[config.mk]
export PLATFORM = sky130hd
export DESIGN_NAME = midi_message_splitter
export DESIGN_NICKNAME = d
export VERILOG_FILES = /design/src/sv/mms_pkg.sv /design/src/sv/mms_parser.sv /design/src/sv/mms_out_buf.sv /design/src/sv/midi_message_splitter.sv
export SDC_FILE = /design/constraint.sdc
export NUM_CORES = 1
export LEC_CHECK = 0
export BUFFER_PORTS_ARGS = -buffer_cell sky130_fd_sc_hd__buf_2
export CORE_MARGIN = 2
export CORE_UTILIZATION = 59
export DETAILED_ROUTE_END_ITERATION = 12
export GPL_TIMING_DRIVEN = 0
export PLACE_DENSITY = 0.88
export SKIP_LAST_GASP = 1
export SLEW_MARGIN = 10
export SYNTH_ARGS = -nofsm -noshare
export SYNTH_HDL_FRONTEND = slang
export SYNTH_HIERARCHICAL = 1
export SYNTH_SLANG_ARGS = --single-unit
[constraint.sdc]
create_clock -name aclk -period 2.42 [get_ports aclk]
set_input_delay 0.484 -clock aclk [delete_from_list [all_inputs] [get_ports aclk]]
set_output_delay 0.484 -clock aclk [all_outputs]
set_load 0.02 [all_outputs]
[src/sv/mms_pkg.sv]
// Shared types, constants and helpers for the MIDI message splitter.
package mms_pkg;

    localparam logic [7:0] SYSEX_START       = 8'hF0;
    localparam logic [5:0] SYSEX_LIMIT_RESET = 6'd41;
    localparam int         MAX_RESULTS       = 3;

    localparam logic [3:0] STAT_NOTE_OFF   = 4'h8;
    localparam logic [3:0] STAT_NOTE_ON    = 4'h9;
    localparam logic [3:0] STAT_POLY_PRESS = 4'hA;
    localparam logic [3:0] STAT_CTRL_CHG   = 4'hB;
    localparam logic [3:0] STAT_PROG_CHG   = 4'hC;
    localparam logic [3:0] STAT_CHAN_PRESS = 4'hD;
    localparam logic [3:0] STAT_PITCH_BEND = 4'hE;

    typedef enum logic [1:0] {
        MODE_IDLE    = 2'd0,
        MODE_COLLECT = 2'd1,
        MODE_SYSEX   = 2'd2,
        MODE_DISCARD = 2'd3
    } mode_t;

    typedef struct packed {
        logic [7:0] in_byte;
        logic       packet_end;
    } in_item_t;

    typedef struct packed {
        logic [7:0] out_byte;
        logic       message_end;
    } out_item_t;

    typedef struct packed {
        logic [1:0]                  count;
        out_item_t [MAX_RESULTS-1:0] items;
    } parse_result_t;

    // message length in bytes for a status byte, 0 when not a channel status
    function automatic logic [1:0] msg_len(input logic [7:0] status);
        logic [1:0] len;
        len = 2'd0;
        case (status[7:4]) inside
            STAT_NOTE_OFF, STAT_NOTE_ON, STAT_POLY_PRESS,
            STAT_CTRL_CHG, STAT_PITCH_BEND: len = 2'd3;
            STAT_PROG_CHG, STAT_CHAN_PRESS: len = 2'd2;
            default:                        len = 2'd0;
        endcase
        return len;
    endfunction

endpackage

[src/sv/mms_parser.sv]
// Message framing state machine: turns one packet byte into up to three result bytes.
module mms_parser (
    input  logic                   aclk,
    input  logic                   aresetn,
    input  logic [5:0]             sysex_limit,
    input  logic                   consume,
    input  mms_pkg::in_item_t      in_item,
    output mms_pkg::parse_result_t result
);
    import mms_pkg::*;

    mode_t      mode_reg, mode_next;
    logic [7:0] status_reg, status_next;
    logic [7:0] data_reg, data_next;
    logic [1:0] need_reg, need_next;
    logic [5:0] sent_reg, sent_next;

    logic [7:0] b;
    logic       pend;
    logic [1:0] len_in;
    logic [5:0] eff_limit;
    logic [5:0] sent_inc;
    logic       sx_first_last;
    logic       sx_cont_last;

    assign b             = in_item.in_byte;
    assign pend          = in_item.packet_end;
    assign len_in        = msg_len(b);
    assign eff_limit     = (sysex_limit == 6'd0) ? 6'd1 : sysex_limit;
    assign sent_inc      = sent_reg + 6'd1;
    assign sx_first_last = pend || (eff_limit == 6'd1);
    assign sx_cont_last  = pend || (sent_inc >= eff_limit);

    // next state
    always_comb begin
        mode_next   = mode_reg;
        status_next = status_reg;
        data_next   = data_reg;
        need_next   = need_reg;
        sent_next   = sent_reg;
        unique case (mode_reg)
            MODE_IDLE: begin
                if (b == SYSEX_START) begin
                    sent_next = 6'd1;
                    mode_next = pend ? MODE_IDLE
                              : (sx_first_last ? MODE_DISCARD : MODE_SYSEX);
                end else if (len_in != 2'd0 && !pend) begin
                    status_next = b;
                    need_next   = len_in - 2'd1;
                    mode_next   = MODE_COLLECT;
                end
            end
            MODE_COLLECT: begin
                if (need_reg != 2'd1) begin
                    if (pend) begin
                        mode_next = MODE_IDLE;
                        need_next = 2'd0;
                    end else begin
                        data_next = b;
                        need_next = 2'd1;
                    end
                end else begin
                    mode_next = MODE_IDLE;
                    need_next = 2'd0;
                end
            end
            MODE_SYSEX: begin
                sent_next = sent_inc;
                mode_next = pend ? MODE_IDLE
                          : (sx_cont_last ? MODE_DISCARD : MODE_SYSEX);
            end
            MODE_DISCARD: begin
                if (pend) begin
                    mode_next = MODE_IDLE;
                end
            end
            default: mode_next = MODE_IDLE;
        endcase
    end

    // result bytes
    always_comb begin
        result       = '0;
        unique case (mode_reg)
            MODE_IDLE: begin
                if (b == SYSEX_START) begin
                    result.count    = 2'd1;
                    result.items[0] = '{out_byte: b, message_end: sx_first_last};
                end
            end
            MODE_COLLECT: begin
                if (need_reg != 2'd1) begin
                    if (pend && b == SYSEX_START) begin
                        result.count    = 2'd1;
                        result.items[0] = '{out_byte: b, message_end: 1'b1};
                    end
                end else begin
                    result.items[0] = '{out_byte: status_reg, message_end: 1'b0};
                    if (msg_len(status_reg) == 2'd3) begin
                        result.count    = 2'd3;
                        result.items[1] = '{out_byte: data_reg, message_end: 1'b0};
                        result.items[2] = '{out_byte: b, message_end: 1'b1};
                    end else begin
                        result.count    = 2'd2;
                        result.items[1] = '{out_byte: b, message_end: 1'b1};
                    end
                end
            end
            MODE_SYSEX: begin
                result.count    = 2'd1;
                result.items[0] = '{out_byte: b, message_end: sx_cont_last};
            end
            MODE_DISCARD: result.count = 2'd0;
            default:      result.count = 2'd0;
        endcase
    end

    always_ff @(posedge aclk) begin
        if (!aresetn) begin
            mode_reg   <= MODE_IDLE;
            status_reg <= '0;
            data_reg   <= '0;
            need_reg   <= '0;
            sent_reg   <= '0;
        end else if (consume) begin
            mode_reg   <= mode_next;
            status_reg <= status_next;
            data_reg   <= data_next;
            need_reg   <= need_next;
            sent_reg   <= sent_next;
        end
    end

endmodule

[src/sv/mms_out_buf.sv]
// Result buffer: holds up to three result bytes and hands them out one per transaction.
module mms_out_buf (
    input  logic                   aclk,
    input  logic                   aresetn,
    input  logic                   load,
    input  mms_pkg::parse_result_t result,
    output logic                   free,
    output logic                   m_valid,
    input  logic                   m_ready,
    output mms_pkg::out_item_t     m_data
);
    import mms_pkg::*;

    out_item_t [MAX_RESULTS-1:0] items_reg, items_next;
    logic [1:0]                  rem_reg, rem_next;
    logic                        pop;

    assign m_valid = (rem_reg != 2'd0);
    assign m_data  = items_reg[0];
    assign pop     = m_valid && m_ready;
    assign free    = (rem_reg == 2'd0) || (rem_reg == 2'd1 && m_ready);

    always_comb begin
        items_next = items_reg;
        rem_next   = rem_reg;
        if (load) begin
            items_next = result.items;
            rem_next   = result.count;
        end else if (pop) begin
            items_next[0] = items_reg[1];
            items_next[1] = items_reg[2];
            rem_next      = rem_reg - 2'd1;
        end
    end

    always_ff @(posedge aclk) begin
        if (!aresetn) begin
            rem_reg <= '0;
        end else begin
            rem_reg <= rem_next;
        end
        items_reg <= items_next;
    end

endmodule

[src/sv/midi_message_splitter.sv]
// Top level of the MIDI message splitter: input register, framing logic, result buffer.
//
//  channel | ports                      | payload
//  --------+----------------------------+-------------------------------
//  input   | s_valid s_ready s_data     | in_byte, packet_end
//  result  | m_valid m_ready m_data     | out_byte, message_end
//  config  | cfg_valid cfg_ready cfg_data | sysex_limit (6 bits)
//
// A byte is parsed from the input register once the result buffer is free; one byte
// per cycle is taken while each yields at most one result and m_ready is high. A
// completed channel message puts two or three bytes in the result buffer, one transaction each.
// Synchronous active-low reset: parser idle, buffer empty, sysex_limit = 41.
// Stalls on m_ready back up through the result buffer and input register to s_ready.
module midi_message_splitter (
    input  logic               aclk,
    input  logic               aresetn,
    input  logic               s_valid,
    output logic               s_ready,
    input  mms_pkg::in_item_t  s_data,
    output logic               m_valid,
    input  logic               m_ready,
    output mms_pkg::out_item_t m_data,
    input  logic               cfg_valid,
    output logic               cfg_ready,
    input  logic [5:0]         cfg_data
);
    import mms_pkg::*;

    in_item_t      in_reg;
    logic          in_valid_reg;
    logic [5:0]    limit_reg;
    logic          free;
    logic          consume;
    parse_result_t result;

    assign cfg_ready = 1'b1;
    assign consume   = in_valid_reg && free;
    assign s_ready   = !in_valid_reg || consume;

    always_ff @(posedge aclk) begin
        if (!aresetn) begin
            in_valid_reg <= 1'b0;
            limit_reg    <= SYSEX_LIMIT_RESET;
        end else begin
            if (s_valid && s_ready) begin
                in_valid_reg <= 1'b1;
            end else if (consume) begin
                in_valid_reg <= 1'b0;
            end
            if (cfg_valid && cfg_ready) begin
                limit_reg <= cfg_data;
            end
        end
        if (s_valid && s_ready) begin
            in_reg <= s_data;
        end
    end

    mms_parser u_parser (
        .aclk        (aclk),
        .aresetn     (aresetn),
        .sysex_limit (limit_reg),
        .consume     (consume),
        .in_item     (in_reg),
        .result      (result)
    );

    mms_out_buf u_out_buf (
        .aclk    (aclk),
        .aresetn (aresetn),
        .load    (consume),
        .result  (result),
        .free    (free),
        .m_valid (m_valid),
        .m_ready (m_ready),
        .m_data  (m_data)
    );

`ifndef SYNTH
    // a waiting input byte is held until the parser takes it
    assert property (@(posedge aclk) disable iff (!aresetn)
        in_valid_reg && !consume |=> in_valid_reg && $stable(in_reg))
        else $error("input register lost or changed a pending byte");

    // an accepted transaction always lands in the input register
    assert property (@(posedge aclk) disable iff (!aresetn)
        s_valid && s_ready |=> in_valid_reg && (in_reg == $past(s_data)))
        else $error("accepted input transaction not registered");

    // a config write takes effect on the next cycle
    assert property (@(posedge aclk) disable iff (!aresetn)
        cfg_valid && cfg_ready |=> limit_reg == $past(cfg_data))
        else $error("sysex limit write not applied");

    // the parser only advances when the result buffer has room; its results then reach the buffer output
    assert property (@(posedge aclk) disable iff (!aresetn)
        consume && result.count != 2'd0 |=> m_valid)
        else $error("parsed results missing from result buffer");
`endif

endmodule

# Word-level counts from Yosys, hierarchy flattened
# Cells that the tools add are included.
# totals
register_bits	71
latchBits	0
mem_bits_rw	0
mem_bits_ro	0
input_bits	20
output_inout_bits	12
n_memories	0
# classes
add_sub_neg	3
mul	0
div_mod_pow	0
order_cmp	1
eq_ne	26
shifts	0
mux	42
n_bitwise	4
n_reduce_logical	32
# op_table
operator	n
== test 4 bit (second input constant)	14
2-to-1 mux 9 bit	6
2-to-1 mux 18 bit	2
2-to-1 mux 2 bit	17
case mux 9 bit (3 select lines)	1
case mux 2 bit (4 select lines)	2
2-to-1 mux 6 bit	2
case mux 6 bit (2 select lines)	1
AND reduction 4 bit	3
nonzero test 2 bit	6
2-to-1 mux 1 bit	10
OR reduction 5 bit	2
== test 8 bit (second input constant)	1
adder 6 x 1 -> 6 bit (second input constant)	1
== test 2 bit (second input constant)	3
== test 6 x 1 -> 1 bit (second input constant)	1
>= comparator 6 bit	1
logical AND 1 bit	6
logical NOT 6 bit	1
!= test 2 x 1 -> 1 bit (second input constant)	3
OR reduction 2 bit	3
== test 2 x 1 -> 1 bit (second input constant)	2
logical NOT 2 bit	2
logical OR 1 bit	4
9 further kinds	14

# Longest topological paths before layout
# depth
ltp_word	11
depth_mapped	10

# By module
# The synthesis kept the hierarchy.
# by_module_without_submodules
mod	n_inst	cells_per_inst	area_each_um2	seq_area_each_um2
mms_parser	1	211	1800.5	520.5
mms_out_buf	1	75	1256.2	850.8
midi_message_splitter	1	36	560.5	410.4

# Least setup slack after synthesis
# Ideal clock, no wire load.
# synth_path
kind	register -> register
startpoint	register u_out_buf.rem_reg[0]
endpoint	register u_parser.need_reg[1]
setup_time_ns	0.070
arrival_time_ns	2.174
setup_slack_ns	0.176
stages_incl_launch_ff	11
n_path_buf	1
synth_period_minus_slack_ns	2.244
path_cell_list	dfxtp_1 -> inv_1 -> ha_1 -> inv_1 -> nand2_1 -> and2_1 -> clkbuf_1 -> and4bb_1 -> a32oi_1 -> a311o_1 -> a21boi_1
# synth_between
elab_chain_len	5
elab_cells_between_ends	6
classes_between	eq/ne (1); reduce/logical (5)
# synth_lines
element	line_no	text
start: declaration	mms_out_buf.sv:15	logic [1:0] rem_reg, rem_next;
start signal: assignment	mms_out_buf.sv:40	rem_reg <= rem_next;
== test 2 x 1 -> 1 bit	mms_out_buf.sv:21	assign free = (rem_reg == 2'd0) || (rem_reg == 2'd1 && m_ready);
logical AND 1 bit	mms_out_buf.sv:21	
logical OR 1 bit (*)	mms_out_buf.sv:21	
net free	midi_message_splitter.sv:32	logic free;
logical AND 1 bit (*)	midi_message_splitter.sv:37	assign consume = in_valid_reg && free;
net consume	midi_message_splitter.sv:33	logic consume;
AND reduction 4 bit (no line) (*)	-	
end signal: assignment	mms_parser.sv:129	need_reg <= need_next;
end: declaration	mms_parser.sv:15	logic [1:0] need_reg, need_next;
# Mark *: on every way through the listed nets, which the timed path passes. The rest lies on a longest branch.
# A chain may end at the register's enable or synchronous reset.

==> reports/results.tsv <==
stage	metric	value	unit
final_layout	seq_area	0.00178	mm2
setup_path	cp_top_family	simple AND/OR/NAND/NOR gates	
setup_path	rrSetupSlack	0.06	ns
final_layout	multiInputGateArea	0.00163	mm2
final_layout	fin_util	69.0	%
place	place_ws	-0.164	ns
route	antenna_left	0	
timing	setup_ws	0.0579	ns
route	first_pass_iters	5	
clock_tree	cts-root-buf	clkbuf_8	
die	die_y	82.3	um
global_route	grt_pass1_vias	2384	
timing	final.period_utilization	97.6	%
route	vias	2552	
timing	holdWs	0.313	ns
synth	ys_dominant_reg_cell	edfxtp_1	
global_route	grt_util_met2	36.4	%
synth	syn_area	0.00362	mm2
clock_tree	clk_latency	0.34	ns
outcome	run_status	finished, final reports clean	
synth	synthesis.nets	351	
synth	syn_area_per_cell	11.2	um2
die	start_util	61.1	%
setup_path	crit_start	u_parser/sent_reg[2]$_SDFFE_PN0P_	
setup_path	critPathArrivalTime	2.46	ns
worst_hold_path	min-delay-start	s_data[1]	
synth	synth_seq_cells	71	
clock_tree	cts_buffer_depth	2	
global_route	grt_pass1_wl	11200	um
synth	async_flop_share	0	%
power_and_ir_drop	vdd_ir_drop_max	0.486	mV
setup_path	crit_chain	and3_2, and3_2, xor2_2, ha_1, and4_1, a21oi_1, o221ai_2, mux2_2	
global_route	grt_max_degree	19	
place	io_buffers	29	
final_layout	final_cells	442	
route	drt-total-wl	7180	um
global_route	antenna_found_initial	0	
setup_path	regToRegStartpoint	u_parser/sent_reg[2]$_SDFFE_PN0P_	
worst_hold_path	min_path_cells	1	
setup_path	r2r_cells	8	
synth	yosys.area.top_type	edfxtp_1	
final_layout	num_antenna_cells	0	
timing	finClkSkew	0.00992	ns
clock_tree	cts_tree	yes	
global_route	grt_use_total	22.4	%
flow_run	cap_violations	0	
final_layout	syn_to_final_growth	13.0	%
global_route	grt-busiest-layer	met2	
timing	slew_headroom	65.1	%
setup_path	cp.required	2.52	ns
timing	fin_crit	2.36	ns
die	core	0.00592	mm2
timing	finalSetupViolCount	0	
synth	synth_common_cells	edfxtp_1 (36), dfxtp_1 (35), mux2i_1 (29)	
synth	yosys-top-cells-area	edfxtp_1 (30%), dfxtp_1 (19%), mux2i_1 (8.0%)	
place	place_area	0.00386	mm2
clock_tree	cts_hold_buf	0	
setup_path	max_stage_delay	0.35	ns
place	gp_congestion	0.857	
timing	slew_violations	0	
power_and_ir_drop	p_per_area	667	mW/mm2
die	die_w	82.3	um
timing	rsz0062_at_grt	no	
timing	tightest_slew	0.524	ns
clock_tree	numCtsBuffers	9	
global_route	grtUsageMet1	29.8	%
place	dp_hpwl	4700	um
setup_path	criticalPathCategory	register to register	
setup_path	cp-start-kind	register	
clock_tree	htreeDepth	3	
worst_hold_path	hp-class	primary input to register	
route	drcViolationCount	0	
route	drtIter0Drc	233	
synth	ys_warn_count	6	
die	rows	28	
synth	synth_cell_types	54	
power_and_ir_drop	p_leak	1.77	nW
setup_path	end_kind	register	
route	viasPerCell	5.77	
final_layout	nFillCells	435	
setup_path	critPathSlowestCell	dfxtp_2	
global_route	met3_usage	3.26	%
clock_tree	path_clk_slew	0.08	ns
place	dp_cells	426	
synth	synth_top_area_share	29.9	%
synth	yosysSeqAreaShare	49.3	%
synth	syn_inst	322	
worst_hold_path	min_to	in_reg[1]$_DFFE_PP_	
die	dieArea	0.00677	mm2
final_layout	drive_above_1_share	28.1	%
die	ios	32	
setup_path	cpMostUsedCell	and3_2	
clock_tree	clkSinkCount	71	
timing	finalHoldViolations	0	
synth	synth_edf_count	36	
route	wl_per_cell	16.2	um
timing	tns	0	ns
power_and_ir_drop	power	2.73	mW
clock_tree	post_cts_buffers	0	
final_layout	final_nets	391	
setup_path	worst_r2r_endpoint	u_out_buf/m_data[0]$_DFFE_PP_	
setup_path	cp_max_fo	5	
timing	fmax	0.423	GHz
final_layout	largest_reg_flops	18	
setup_path	path_buf_inv	0	
final_layout	postLayoutCellArea	0.00409	mm2
synth	synth_most_common_cell	edfxtp_1	
global_route	grt.overflow.total	0	
==> worst register-to-register path: stages, from the launching register on <==
cell      delay [ns]
dfxtp_2         0.35
and3_2          0.25
and3_2          0.25
xor2_2          0.16
ha_1            0.31
and4_1          0.21
a21oi_1         0.17
o221ai_2        0.13
mux2_2          0.28
==> area by class of cell <==
cell class                 count  area share [%]
buffer                        27            4.53
clock buffer                  10            3.12
clock inverter                 6            1.47
inverter                      17            1.56
multi-input combinational    207            39.8
sequential                    71            43.6
tap                           75            2.30
timing repair buffer          29            3.55
==> repair_timing <==
| action | CTS | global route |
|---|---|---|
| setup endpoints to repair | 33 | 16 |
| resized for setup | 3 | 13 |
| pin swaps | 0 | 1 |
==> cells by family after synthesis <==
group | Yosys count | synth area share [%]
AOI/OAI and AO/OA | 50 | 10.3
buffers and inverters | 44 | 6.85
and+or+nand+nor | 95 | 15.6
DFF | 71 | 49.3
adders and majority gates | 9 | 3.11
other | 1 | 0.104
xor gates and xnor gates | 5 | 1.21
muxes | 47 | 13.6
==> routing by layer <==
layer,vias up,part of all wire (%)
li1,1225,-
met1,1177,43
met2,123,48
met3,27,6.3
met4,0,2.5
met5,-,0
==> cells in the final DEF (no fill, tap or decap), drive strengths merged, types with 7 or more instances in the layout <==
cell type	synthesis	layout
clkbuf	6	16
mux2i	29	29
buf	21	50
o21ai	10	10
nand2b	7	7
inv	17	18
nand2	14	14
mux2	18	18
nor2	16	16
edfxtp	36	36
nor2b	24	24
ha	9	9
dfxtp	35	35
and3	16	16
==> report_power, final <==
part           total [mW]  switching, mW  internal, mW
Combinational       0.403          0.222         0.182
Sequential           1.42         0.0433          1.37
Clock               0.910          0.437         0.473
==> worst max-delay path by stage <==
stage | cells after the start | end | slack [ns]
global route | 8 | u_out_buf/m_data[0]$_DFFE_PP_ | 0.0003
detailed placement | 7 | u_out_buf/items_reg[11]$_DFFE_PP_ | -0.16
CTS | 9 | u_out_buf/m_data[0]$_DFFE_PP_ | 0.003
global placement | 7 | u_out_buf/items_reg[9]$_DFFE_PP_ | -0.13
finish | 8 | u_out_buf/m_data[0]$_DFFE_PP_ | 0.06
floorplan | 10 | u_parser/need_reg[1]$_SDFFE_PN0P_ | 0.18
Note: power is estimated with default switching activity, not from simulation.
